[config.mk]
export PLATFORM = sky130hd
export DESIGN_NAME = pwms_ram
export DESIGN_NICKNAME = d
export VERILOG_FILES = /design/src/sv/pwms_ram.sv
export SDC_FILE = /design/constraint.sdc
export NUM_CORES = 1
export LEC_CHECK = 0
export BUFFER_PORTS_ARGS = -buffer_cell sky130_fd_sc_hd__buf_4
export CORE_MARGIN = 5
export CORE_UTILIZATION = 40
export CTS_CLUSTER_SIZE = 30
export DETAILED_ROUTE_END_ITERATION = 10
export REMOVE_ABC_BUFFERS = 1
export SLEW_MARGIN = 20
export SYNTH_ARGS = -nofsm -noshare
export SYNTH_HDL_FRONTEND = slang
export SYNTH_SLANG_ARGS = --single-unit
export TNS_END_PERCENT = 100
[constraint.sdc]
create_clock -name clk -period 2.73 [get_ports clk]
set_input_delay 0.546 -clock clk [delete_from_list [all_inputs] [get_ports clk]]
set_output_delay 0.546 -clock clk [all_outputs]
set_load 0.05 [all_outputs]
[src/sv/pwms_ram.sv]
// Generic single-write, single-read RAM with registered read data.
// Used for the dictionary, length and query stores. No dependencies.
`timescale 1ns / 1ps

module pwms_ram #(
	parameter int WIDTH = 16,
	parameter int DEPTH = 32,
	parameter int AW    = (DEPTH > 1) ? $clog2(DEPTH) : 1
) (
	input  logic             clk,
	input  logic             we,
	input  logic [AW-1:0]    waddr,
	input  logic [WIDTH-1:0] wdata,
	input  logic             re,
	input  logic [AW-1:0]    raddr,
	output logic [WIDTH-1:0] rdata
);

	logic [WIDTH-1:0] mem_q [DEPTH];
	logic [WIDTH-1:0] rdata_q;

	always_ff @(posedge clk) begin
		if (we) begin
			mem_q[waddr] <= wdata;
		end
		if (re) begin
			rdata_q <= mem_q[raddr];
		end
	end

	assign rdata = rdata_q;

endmodule

# Word-level counts from Yosys, hierarchy flattened
# Memories as Yosys holds them, arrays and structs flattened. A register that Yosys moved wholly into a read port is not among the register bits.
# Index checks and enable logic that the tools add are counted.
dict set report totals {
  register_bits 0
  latch_bits 0
  ram_bits 512
  rom_bits 0
  output_inout_bits 16
  n_memories 1
}
# name depth width rd rd_ports_with_merged_regs wr line_no
set memory_table {}
lappend memory_table {mem_q 32 16 1 1 1 19} ;# logic [WIDTH-1:0] mem_q [DEPTH];
dict set report classes {
  addsub 0
  mul 0
  div_mod_pow 0
  n_lt_le_gt_ge 0
  eq_ne 0
  shift 0
  muxes 2
  bitwise_logic 0
  n_reduce_logical 0
}
# operator n
set op_table {}
lappend op_table {{two-way mux 1 bit} 2}

# Longest topological paths before layout
dict set report depth {
  depth_word 2
  depth_mapped 8
  depth_no_buf 5
}

# Least setup slack after synthesis
# No wires, ideal clock.
dict set report synth_timing {
  kind {input -> register}
  from {input port waddr[1]}
  to {memory mem_q[12][0], enable pin}
  arrival_time_ps 1898
  t_required_ps 2342
  setup_slack_ps 444
  path_stages 3
  path_cell_list {or3b_2 > clkbuf_1 > nor2_1}
}
# element line_no
set synth_rtl {}
lappend synth_rtl {{start, declared} 12} ;# input logic [AW-1:0] waddr,
lappend synth_rtl {{end, declared} 19}
# Straight into the memory's write port.

==> impl_metrics.toml <==
[finish]
drive_gt1_frac = 0.1646
final_area_um2 = 23680
seqCellArea_um2 = 15860
syn2layout_area_growth_pct = 14.41
nNetsFinal = 1271
num-fill-cells = 4437
multiInputGateArea_um2 = 4372
final_util = 0.4616

[sta]
whs_ns = 0.3834
tightest_slew_ns = 0.6270
setup_viol = 0
relSlewSlack = 0.5820
slew_viol_final = 0
fmax_ghz = 0.5139
fin_skew_ns = 0.01347
hold_violations = 0
fin_crit_sh = 0.7128
min_period_ns = 1.946
tns_ns = 0
rsz0062_at_grt = "no"

[clock_network]
cts_setup_buffers = 0
cts_made_buffers = 51
htree_levels = 2
cts_tree = "built"
ctsHoldBuffers = 0
clk_latency_ns = 0.58
cts_resized = 0
clock_path_buffers = 3
clock_sinks = 528
clk_pin_slew_ns = 0.06
root_buffer = "clkbuf_16"

[yosys]
synth_xor_area_frac = 0
yosys.area_share.simple = 0.03464
yosysTopAreaCell = "edfxtp_1"
synthAdderAreaFrac = 0
synth.top_cells.by_count = "edfxtp_1 (528), mux2i_1 (256), a22oi_1 (64), nand3_1 (34)"
synthArstFlopShare = 0
synth_edf_count = 528
synth_compound_area_frac = 0.04933
synthCells = 1143
yosys.cell_types.count = 25
ys_ff_latch = 528
muxShareOfSynthArea = 0.1238
avgSynthCellArea_um2 = 18.11
synthFlopType = "edfxtp_1"
synth_seq_area_share = 0.7661
yosys_warnings = 0
yosysMostFrequentCell = "edfxtp_1"
yosysTopAreaCellShare = 0.7661
synth_top_family_by_area = "multiplexers"
synth_area_leaders = "edfxtp_1 (77%), mux2i_1 (12%), a22oi_1 (2.3%), a22o_1 (1.4%), nand3_1 (0.82%)"
syn-cell-area_um2 = 20700

[detailed_routing]
vias_per_cell = 5.389
ant_nets = 0
drc = 0
via_count = 10578
wl_um = 47030
wire_per_inst_um = 23.96
first_iter_violations = 916
drt_pass1_iterations = 5

[placed_design]
place_area_um2 = 22120
port_buffers = 44
place_hpwl_um = 27710
place.gp.congestion = 0.7784

[worst_setup_path]
cp-end-kind = "flip-flop"
path_class = "primary input to flip-flop"
startpoint_type = "primary input"
path_max_fanout = 24
worstPathArrival_ns = 2.25
worstPathRequired_ns = 3.03

[global_routing]
gr-usage-all-layers = 0.1647
met2_usage = 0.2734
antenna_found_initial = 2
met1_usage = 0.2259
busiest_layer = "met2"
use_met3 = 0.02436
grt_max_degree = 84
grt_pass1_vias = 10691
grt_pass1_wl_um = 70250
grt_overflow = 0

[die]
core_area_um2 = 51300
dieArea_um2 = 56390
fp.dieW_um = 237.5
fp.dieH_um = 237.5
placementRows = 83
io_pins = 45
start_util = 0.4034

[power_and_ir_drop]
power_frac_seq = 0.546
switchingPower_w = 0.003547
pwr_density_cell_nw_per_um2 = 703.2
intPower_w = 0.01310
comb_power_share = 0.058
netSwitchingFraction = 0.2130
p_total_w = 0.01665
peakVddDrop_mv = 0.4246
clockPowerShare = 0.396
p_leak_nw = 8.216

[job]
drv_cap = 0

[outcome]
status = "finished clean"

[hold_path]
hold_path.class = "primary input to flip-flop"
## routing by layer
| layer | wire, um | part of all wire | vias up |
|---|---|---|---|
| met1 | 20110 | 0.43 | 5464 |
| met5 | 0 | 0 | - |
| li1 | - | - | 4776 |
| met3 | 2431 | 0.052 | 64 |
| met2 | 23300 | 0.50 | 274 |
| met4 | 1186 | 0.025 | 0 |
## layout by cell type (no fill, tap or decap), types with 2 or more instances in the layout
cell	n
clkinvlp_4	2
nor2_2	22
clkinv_2	11
buf_12	15
nor3_1	16
mux2i_1	256
nand4_1	16
clkinv_1	12
clkbuf_1	12
nor2b_4	2
nand3_1	34
nor2_1	11
bufinv_16	2
clkbuf_16	53
buf_4	97
a22oi_1	64
edfxtp_1	528
a31oi_1	16
nand2_1	33
a22o_1	32
nand3b_1	5
a21oi_1	32
or3b_2	3
nand2b_1	2
## logic make-up after synthesis
logic type	after synthesis
simple gates	148
flops	528
compound gates	144
buf+inv	67
mux	256
## power by group through the flow
stage	combinational, W	sequential [W]	clock (W)
final	0.000972	0.00909	0.00659
after global routing	0.00104	0.00909	0.00708
after CTS	0.000985	0.00909	0.00674
after detailed placement	0.000983	0.00926	0
after global placement	0.000968	0.00926	0
after floorplan	0.000360	0.00932	0
## stage by stage
stage / worst slack (ns) / cells
after floorplan: -0.7561 / 1076
after global placement: 0.1593 / 1869
after detailed placement: 0.1555 / 1869
after CTS: 0.7723 / 1962
after global routing: 0.7741 / 1962
final: 0.7840 / 1963
## area by class of cell
type | count | share of cell area
multi-input cells | 548 | 0.1846
diodes | 1 | 0.0001057
clock inverters | 28 | 0.007767
repair buffers | 113 | 0.04407
flip-flops and latches | 528 | 0.6696
well taps | 680 | 0.03593
clock buffers | 65 | 0.05791
## worst paths after layout
path | from | endpoint | slack (ns) | cells after the start
min | wdata[1] | mem_q[14][1] | 0.38 | 1
max | raddr[0] | rdata[1] | 0.78 | 7
min reg2reg | mem_q[10][11] | rdata[11] | 0.69 | 4
max reg2reg | mem_q[5][1] | rdata[1] | 1.16 | 5
## critical path, cell delays in order
cell and delay, ns:
buf_8 0.23, buf_12 0.26, buf_12 0.23, mux2i_1 0.22
a22oi_1 0.11, a31oi_1 0.43, nand3_1 0.14
## sequential cells by signal, summed over array words and instances, names as in the netlist
register	cells
rdata	16
mem_q	512
No activity file was read; power rests on OpenSTA's default activity.
